===== config.mk =====
export PLATFORM = sky130hd
export DESIGN_NAME = onewire_rom_search_top
export DESIGN_NICKNAME = d
export VERILOG_FILES = /design/src/hw/rtl/ows_pkg.sv /design/src/hw/rtl/ows_step.sv /design/src/hw/rtl/onewire_rom_search_top.sv
export VERILOG_INCLUDE_DIRS = /design/src /design/src/hw/rtl
export SDC_FILE = /design/constraint.sdc
export NUM_CORES = 1
export LEC_CHECK = 0
export ABC_AREA = 1
export ABC_CLOCK_PERIOD_IN_PS = 9500
export BUFFER_PORTS_ARGS = -buffer_cell sky130_fd_sc_hd__buf_2
export CAP_MARGIN = 20
export CORE_MARGIN = 2
export CORE_UTILIZATION = 51
export DETAILED_ROUTE_END_ITERATION = 8
export GPL_TIMING_DRIVEN = 0
export PLACE_DENSITY = 0.7
export SYNTH_ARGS = -nofsm -noshare
export SYNTH_HDL_FRONTEND = slang
export SYNTH_HIERARCHICAL = 1
export SYNTH_SLANG_ARGS = --single-unit

===== constraint.sdc =====
create_clock -name clk -period 9.5 [get_ports clk]
set_clock_uncertainty 0.2 [all_clocks]
set_input_delay 0.475 -clock clk [delete_from_list [all_inputs] [get_ports clk]]
set_output_delay 0.475 -clock clk [all_outputs]
set_load 0.01 [all_outputs]

===== src/hw/rtl/assert_macros.svh =====
// Assertion macros for the RTL files that check their own logic.
`ifndef ASSERT_MACROS_SVH
`define ASSERT_MACROS_SVH

// Same-cycle implication, disabled while reset is asserted.
`define ASSERT_IMPLIES(label, clk, rst_n, lhs, rhs) \
	label: assert property (@(posedge clk) disable iff (!rst_n) (lhs) |-> (rhs)) \
		else $error("implication check failed");

// Next-cycle implication, disabled while reset is asserted.
`define ASSERT_NEXT(label, clk, rst_n, lhs, rhs) \
	label: assert property (@(posedge clk) disable iff (!rst_n) (lhs) |=> (rhs)) \
		else $error("next-cycle check failed");

`endif


===== src/hw/rtl/ows_pkg.sv =====
package ows_pkg;

	typedef enum logic [2:0] {
		OP_FIRST  = 3'd0,
		OP_NEXT   = 3'd1,
		OP_BIT    = 3'd2,
		OP_TARGET = 3'd3,
		OP_SKIP   = 3'd4
	} ows_op_t;

	localparam logic [7:0] CRC_POLY_REFL = 8'h8C;
	localparam logic [6:0] ROM_BITS      = 7'd64;
	localparam logic [6:0] FAMILY_LIMIT  = 7'd9;
	localparam logic [6:0] FIRST_POS     = 7'd1;

	typedef struct packed {
		logic [63:0] rom;
		logic [6:0]  last_disc;
		logic [6:0]  last_fam_disc;
		logic        last_dev;
		logic [6:0]  bit_pos;
		logic [6:0]  zero_pos;
		logic [7:0]  crc;
		logic        active;
	} ows_state_t;

	// Search state after reset: everything clear, bit position at one.
	localparam ows_state_t STATE_RESET = '{
		rom:           64'd0,
		last_disc:     7'd0,
		last_fam_disc: 7'd0,
		last_dev:      1'b0,
		bit_pos:       FIRST_POS,
		zero_pos:      7'd0,
		crc:           8'd0,
		active:        1'b0
	};

	typedef struct packed {
		logic write_bit;
		logic search_done;
		logic device_found;
	} ows_flags_t;

	// One bit of the reflected Dallas CRC-8.
	function automatic logic [7:0] crc8_bit(input logic [7:0] crc, input logic b);
		logic [7:0] shifted;
		shifted = {1'b0, crc[7:1]};
		return (crc[0] ^ b) ? (shifted ^ CRC_POLY_REFL) : shifted;
	endfunction

endpackage


===== src/hw/rtl/ows_step.sv =====
// Next-state and result logic for one item of the ROM search.
module ows_step import ows_pkg::*; (
	input  ows_state_t  cur,
	input  logic [2:0]  opcode,
	input  logic        id_bit,
	input  logic        complement_bit,
	input  logic        presence,
	input  logic [7:0]  target_family,
	output ows_state_t  nxt,
	output ows_flags_t  flags
);

	logic [5:0] idx;
	logic       dir;
	logic [6:0] pos;

	assign pos = cur.bit_pos;
	assign idx = pos[5:0] - 6'd1;

	always_comb begin
		nxt   = cur;
		flags = '0;
		dir   = 1'b0;
		unique case (opcode)
			OP_FIRST, OP_NEXT: begin
				nxt.active    = 1'b0;
				if (opcode == OP_FIRST) begin
					nxt.last_disc     = '0;
					nxt.last_dev      = 1'b0;
					nxt.last_fam_disc = '0;
				end
				nxt.bit_pos   = FIRST_POS;
				nxt.zero_pos  = '0;
				nxt.crc       = '0;
				if (nxt.last_dev || !presence) begin
					nxt.last_disc     = '0;
					nxt.last_dev      = 1'b0;
					nxt.last_fam_disc = '0;
					flags.search_done = 1'b1;
				end else begin
					nxt.active = 1'b1;
				end
			end
			OP_BIT: begin
				if (cur.active) begin
					if (id_bit && complement_bit) begin
						nxt.active        = 1'b0;
						nxt.last_disc     = '0;
						nxt.last_dev      = 1'b0;
						nxt.last_fam_disc = '0;
						flags.search_done = 1'b1;
					end else begin
						if (id_bit != complement_bit) begin
							dir = id_bit;
						end else begin
							if (pos < cur.last_disc) begin
								dir = cur.rom[idx];
							end else begin
								dir = (pos == cur.last_disc);
							end
							if (!dir) begin
								nxt.zero_pos = pos;
								if (pos < FAMILY_LIMIT) begin
									nxt.last_fam_disc = pos;
								end
							end
						end
						nxt.rom[idx]    = dir;
						flags.write_bit = dir;
						nxt.crc         = crc8_bit(cur.crc, dir);
						nxt.bit_pos     = pos + 7'd1;
						if (pos >= ROM_BITS) begin
							nxt.active        = 1'b0;
							flags.search_done = 1'b1;
							if (nxt.crc == 8'd0) begin
								nxt.last_disc = nxt.zero_pos;
								if (nxt.zero_pos == 7'd0) begin
									nxt.last_dev = 1'b1;
								end
								flags.device_found = 1'b1;
							end
							if (!flags.device_found || nxt.rom[7:0] == 8'd0) begin
								nxt.last_disc      = '0;
								nxt.last_dev       = 1'b0;
								nxt.last_fam_disc  = '0;
								flags.device_found = 1'b0;
							end
						end
					end
				end
			end
			OP_TARGET: begin
				nxt.active        = 1'b0;
				nxt.rom           = {56'd0, target_family};
				nxt.last_disc     = ROM_BITS;
				nxt.last_fam_disc = '0;
				nxt.last_dev      = 1'b0;
			end
			OP_SKIP: begin
				nxt.active        = 1'b0;
				nxt.last_disc     = cur.last_fam_disc;
				nxt.last_fam_disc = '0;
				if (cur.last_fam_disc == 7'd0) begin
					nxt.last_dev = 1'b1;
				end
			end
			default: begin
				// Unused opcodes leave everything as it is.
			end
		endcase
	end

endmodule


===== src/hw/rtl/onewire_rom_search_top.sv =====
// Channel | Handshake                | Payload
// item    | item_valid / item_stall  | opcode, id_bit, complement_bit, presence, target_family
// result  | res_valid / res_stall    | write_bit, search_done, device_found, rom_code,
//         |                          | last_device
//
// Each item passes through the input register and then the result register on
// its way to its result. One item is accepted every cycle while the result
// channel is not stalled; the search state registers take one update per item.
// Reset (arst_n low) clears the search state, with the bit position at one.
// A stalled result holds; the input register keeps taking items until it is
// full behind a stalled result, then item_stall rises.
`include "assert_macros.svh"

module onewire_rom_search_top import ows_pkg::*; (
	input  logic        clk,
	input  logic        arst_n,
	input  logic        item_valid,
	output logic        item_stall,
	input  logic [2:0]  opcode,
	input  logic        id_bit,
	input  logic        complement_bit,
	input  logic        presence,
	input  logic [7:0]  target_family,
	output logic        res_valid,
	input  logic        res_stall,
	output logic        write_bit,
	output logic        search_done,
	output logic        device_found,
	output logic [63:0] rom_code,
	output logic        last_device
);

	// Input register: holds one accepted item until the state update takes it.
	logic        valid_s1;
	logic [2:0]  opcode_s1;
	logic        id_bit_s1;
	logic        comp_bit_s1;
	logic        presence_s1;
	logic [7:0]  family_s1;

	// Search state, updated once for every item that leaves the input register.
	ows_state_t  state_q;
	ows_state_t  state_nxt;
	ows_flags_t  flags_nxt;

	// Result register.
	logic        res_valid_q;
	ows_flags_t  flags_q;
	logic [63:0] rom_q;
	logic        last_dev_q;

	logic        advance;
	logic        accept;

	// The input register moves on whenever the result register is free or
	// being emptied in this cycle.
	assign advance    = valid_s1 && (!res_valid_q || !res_stall);
	assign item_stall = valid_s1 && !advance;
	assign accept     = item_valid && !item_stall;

	ows_step u_step (
		.cur            (state_q),
		.opcode         (opcode_s1),
		.id_bit         (id_bit_s1),
		.complement_bit (comp_bit_s1),
		.presence       (presence_s1),
		.target_family  (family_s1),
		.nxt            (state_nxt),
		.flags          (flags_nxt)
	);

	always_ff @(posedge clk or negedge arst_n) begin
		if (!arst_n) begin
			valid_s1 <= 1'b0;
		end else if (accept) begin
			valid_s1 <= 1'b1;
		end else if (advance) begin
			valid_s1 <= 1'b0;
		end
	end

	always_ff @(posedge clk) begin
		if (accept) begin
			opcode_s1   <= opcode;
			id_bit_s1   <= id_bit;
			comp_bit_s1 <= complement_bit;
			presence_s1 <= presence;
			family_s1   <= target_family;
		end
	end

	always_ff @(posedge clk or negedge arst_n) begin
		if (!arst_n) begin
			state_q <= STATE_RESET;
		end else if (advance) begin
			state_q <= state_nxt;
		end
	end

	always_ff @(posedge clk or negedge arst_n) begin
		if (!arst_n) begin
			res_valid_q <= 1'b0;
		end else if (advance) begin
			res_valid_q <= 1'b1;
		end else if (!res_stall) begin
			res_valid_q <= 1'b0;
		end
	end

	always_ff @(posedge clk) begin
		if (advance) begin
			flags_q    <= flags_nxt;
			rom_q      <= state_nxt.rom;
			last_dev_q <= state_nxt.last_dev;
		end
	end

	assign res_valid    = res_valid_q;
	assign write_bit    = flags_q.write_bit;
	assign search_done  = flags_q.search_done;
	assign device_found = flags_q.device_found;
	assign rom_code     = rom_q;
	assign last_device  = last_dev_q;

	// A found device always ends the pass and never has a zero family byte.
	`ASSERT_IMPLIES(a_found_done, clk, arst_n, res_valid_q && flags_q.device_found,
		flags_q.search_done && rom_q[7:0] != 8'd0)
	// The input side only stalls behind a held item.
	`ASSERT_IMPLIES(a_stall_held, clk, arst_n, item_stall, valid_s1 && res_valid_q)
	// Every item leaving the input register shows up as a result.
	`ASSERT_NEXT(a_adv_result, clk, arst_n, advance, res_valid_q)
	// A pass that is still running never reports a finished search.
	`ASSERT_IMPLIES(a_active_not_done, clk, arst_n, res_valid_q && state_q.active,
		!flags_q.search_done)

endmodule


### After elaboration in Yosys (flattened, before gate mapping)

Index checks and enable logic that the tools add are counted.

| cells by class | value |
|---|---|
| $add $sub $neg | 2 |
| $lt $le $gt $ge | 5 |
| equality and inequality tests | 12 |
| muxes and demuxes | 59 |
| bitwise operators | 5 |
| reduce and logical (&&, ||, !) cells | 31 |

Operator list:

| kind | count |
|---|---|
| 64-bit one-hot mux with 2 select lines | 1 |
| 102-bit two-way mux | 1 |
| 15-bit two-way mux | 6 |
| 64-bit bitwise mux | 1 |
| 64-bit two-way mux | 1 |
| 7-bit two-way mux | 9 |
| 15-bit one-hot mux with 4 select lines | 1 |
| 22-bit one-hot mux with 2 select lines | 1 |
| 1-bit two-way mux | 30 |
| 22-bit two-way mux | 1 |
| 8-bit logical NOT | 2 |
| 7-bit logical NOT | 2 |
| 8-bit two-way mux | 1 |
| 4-bit AND reduction | 2 |
| 7-bit by 1-bit adder with 7-bit output (second input constant) | 1 |
| 7-bit == test | 1 |
| 7-bit >= comparator (second input constant) | 1 |
| 6-bit by 7-bit less-than comparator with 1-bit output (second input constant) | 1 |
| 7-bit by 4-bit less-than comparator with 1-bit output (second input constant) | 1 |
| 7-bit less-than comparator | 1 |
| 1-bit binary-select mux with 6-bit select | 1 |
| 1-bit demux with 6-bit select | 1 |
| 3-bit by 2-bit == test with 1-bit output (second input constant) | 2 |
| 6-bit by 1-bit >= comparator with 1-bit output (second input constant) | 1 |
| 26 further kinds | 44 |

| storage, ports and cells | value |
|---|---|
| register bits | 186 |
| input port bits | 18 |
| output and inout port bits | 70 |
| logic and storage cells | 134 |

### Longest topological paths before layout

| logic depth | value |
|---|---|
| depth in word-level cells | 27 |
| mapped depth | 27 |

### Modules after synthesis

Netlist, hierarchy kept.

Modules (own cells, without submodules):

| module | instances | cells an instance | area an instance (um2) | sequential area each (um2) |
|---|---|---|---|---|
| onewire_rom_search_top | 1 | 536 | 6572.6 | 5066.1 |
| ows_step | 1 | 831 | 4105.2 | 0.0 |

### Worst setup path after synthesis

OpenSTA, ideal clock, no wires.

| timing path | value |
|---|---|
| path kind | flip-flop to flip-flop |
| from | register state_q[16] (netlist name) |
| to | register last_dev_q, in the netlist last_device (data pin) |
| arrival | 2.865 ns |
| setup slack | 6.168 ns |
| cell stages (with the launch flop) | 26 |
| period minus slack after synthesis | 3.332 ns |
| cells stage by stage | dfstp_2 > inv_2 > buf_2 > ha_1 > buf_2 > inv_1 > buf_2 > nand2_1 > nand2_1 > nand2_1 > nand3_1 > nand3_1 > nand2_1 > nand2_1 > nand2_2 > nand2_1 > nand2_2 > nand3_1 > nand2_1 > nand2_1 > nor2_1 > nand2_1 > nand2_2 > nand2_4 > nand3_1 > a21oi_1 |

RTL lines:

| what | RTL line | RTL |
|---|---|---|
| from (decl) | onewire_rom_search_top.sv:42 | `ows_state_t state_q;` |
| from (signal assigned) | onewire_rom_search_top.sv:96 | `state_q <= state_nxt;` |
| to (signal assigned) | onewire_rom_search_top.sv:114 | `last_dev_q <= state_nxt.last_dev;` |
| to (decl) | onewire_rom_search_top.sv:50 | `logic last_dev_q;` |

==> out/summary.txt <==
H-tree depth = 4
PwrDens = 192 nW/um^2
Period utilization = 0.490
CP Launch Type = flip-flop
Share of the yosys chip area belonging to registers = 0.474
Post-CTS sizing = 0
Grt met1 use = 0.406
RePlAce Congestion = 0.954
Final #Nets = 1511
Core Util, Final = 0.596
Post-Syn Area = 10700 um^2
Worst Hold Class = in2reg
R2r endpoint = rom_code[17]
Fin crit period = 4660 ps
CTS tree = done
RR Startpoint = state_q[16]
CTS Buf Count = 17
FF+latch count, synth = 186
Buffers on Ports = 87
Crit Path Class = reg2reg
DR pass1 iterations = 7
Number of DRC markers in iteration 0 = 1175
Inserted Diodes = 0
Largest net degree at the start of global routing = 66
Async S/R FF share, synth = 0.559
Worst Hold Slack = 11.1 ps
CP endpoint = rom_code[17]
Post-CTS Hold Buffers = 4
Synth top area cells = dfrtp_1 (24%), edfxtp_1 (23%), nand2_1 (15%), nand3_1 (6.4%), inv_1 (4.5%)
Clock Latency Late Sink = 440 ps
CP endpoint kind = flip-flop
Reg2reg path depth = 14
Synth warnings = 6
Grt met3 use = 0.0580
Slew @ Worst Pin = 1130 ps
Dominant cell type by area after synthesis = dfrtp_1
Vias = 10400
Clock Path Buffers = 2
Max frequency = 0.215 GHz
Leak = 5.52 nW
Status = finished, final reports clean
Vias per cell = 5.88
M2 GR Usage = 0.487
Starting Density = 0.524
Final wirelength = 33300 um
Area Overhead vs Synth = 13.7%
Max-cap viol count = 0
Number of antenna violations at the first check in global routing = 0
Synth top area share = 0.241
Die X = 149 um
First-pass GRT wire length = 52100 um
Most used DFF post-synth = dfrtp_1
Total Negative Setup Slacks = 0 ps
Synth cell types = 43
Most used routing layer in global routing = met2
Root buffer cell = clkbuf_16
Hold path depth = 1
Unrepaired setup endpoints after global routing = false
Total power = 2.33 mW
Layout cell share with drive strength beyond 1 = 0.137
Reg-to-reg setup timing slack = 4840 ps
Worst Path Arrival = 4590 ps
Worst Setup Slack post-DPL = 5120 ps
DP HPWL = 23200 um
Post CTS Setup Buffer Count = 0
Total global routing overflow = 0
Max-slew violation count = 0
Detailed-route DRC error count = 0
Critical path launch point = state_q[16]
Most frequent cell after synthesis = nand2_1
Routed Antenna Nets = 0
Final setup viols = 0
Max VDD drop = 0.000132 V
Die Ht = 149 um
Cells after Synth = 1367
Vias in the first global route = 9527
Row Count = 52
DR WL/cell = 18.9 um
Slew headroom = 0.242
Setup ws final = 4840 ps
Post-Syn Nets = 1396
CTS sink count = 186
I/O Pins = 88
Commonest cells post-synth = nand2_1 (426), nand3_1 (136), inv_1 (129)
Post-synth EDFFs = 82
Syn Area/Cell = 7.81 um^2
Final-report hold violation count = 0
GRT Overall Usage = 0.305
Worst EP required = 9430 ps
Crit path max fanout = 11
Worst-path clk slew = 70 ps
Core Area = 20400 um^2
Die ar. = 22100 um^2
-- power breakdown --
group	switching [mW]	internal (mW)	leakage, nW
Combinational	0.502	0.193	3.00
Sequential	0.0238	0.895	2.25
Clock	0.322	0.392	0.275
Total	0.848	1.48	5.52
-- how the worst min path moves through the flow --
stage / end / slack (ps) / from
2_1_floorplan: res_valid / -20 / arst_n
3_3_place_gp: state_q[24] / 250 / state_q[24]
3_5_place_dp: state_q[15] / 260 / state_q[15]
4_1_cts: family_s1[0] / 0.9 / target_family[0]
5_1_grt: family_s1[0] / 2 / target_family[0]
6_report: family_s1[1] / 10 / target_family[1]
-- per-layer routing --
layer / wire length [um] / share of wire
met5: 0 / 0
met1: 13200 / 0.40
met4: 1750 / 0.052
met2: 15300 / 0.46
met3: 3060 / 0.092
-- registers in the layout, summed over array words and instances, names as in the netlist --
register and cells:
state_q 102, valid_s1 1, presence_s1 1, comp_bit_s1 1, family_s1 8, rom_code 64
opcode_s1 3, search_done 1, last_device 1, res_valid 1, write_bit 1, device_found 1
id_bit_s1 1
-- placed cells by master, fill, tap and decap left out, types with 3 or more instances in the layout --
cell type      synthesis  final
a21oi_1               72     72
buf_2                 38    124
buf_4                 10     11
buf_6                  3      3
clkbuf_1              18     21
clkbuf_16              0     17
clkinv_1               4      5
dfrtp_1              103    103
dlygate4sd3_1          0      6
edfxtp_1              82     82
ha_1                  11     11
inv_1                129    128
inv_2                  9     10
inv_6                  0      3
nand2_1              426    426
nand2_2                9      9
nand2_4                3      3
nand3_1              136    136
nand4_1                6      6
nor2_1                80     80
nor2_2                 3      3
nor3_1                60     60
nor4_1                 4      4
o211ai_1               4      4
o21ai_0               37     37
o21ai_1               16     16
o221ai_1               8      8
o22ai_1               12     12
o31ai_1               24     24
o32ai_1               39     39
-- logic make-up after synthesis --
family | share of synthesized area
and+or+nand+nor | 0.299
adders and majority gates | 0.0129
buffers and inverters | 0.0855
DFF | 0.474
xor gates and xnor gates | 0.000820
AOI/OAI and AO/OA | 0.127
-- through the flow --
stage | instances | instance area [um^2]
after floorplan | 1367 | 10700
after global placement | 1724 | 11500
after detailed placement | 1726 | 11500
after CTS | 1762 | 12100
after global routing | 1765 | 12100
final | 1765 | 12100
-- worst max-delay path, stage by stage, from the launching register on --
cell and delay [ps]:
dfstp_2 580, inv_2 90, buf_2 230, ha_1 310, buf_2 250, inv_1 250, buf_2 280, nor2_1 140
inv_1 60, nor2_1 100, inv_1 80, nor2_1 830, inv_1 490, nor3_1 310, o32ai_1 160
-- area by class of cell --
| type | count | area [um^2] |
|---|---|---|
| Multi-Input combinational cell | 967 | 4700 |
| Timing Repair Buffer | 96 | 553 |
| Inverter | 143 | 539 |
| Clock buffer | 20 | 437 |
| Fill cell | 1841 | 8220 |
| Tap cell | 270 | 338 |
| Buffer | 71 | 374 |
| Clock inverter | 12 | 139 |
| Sequential cell | 186 | 5070 |
(Power assumes the default switching activity.)
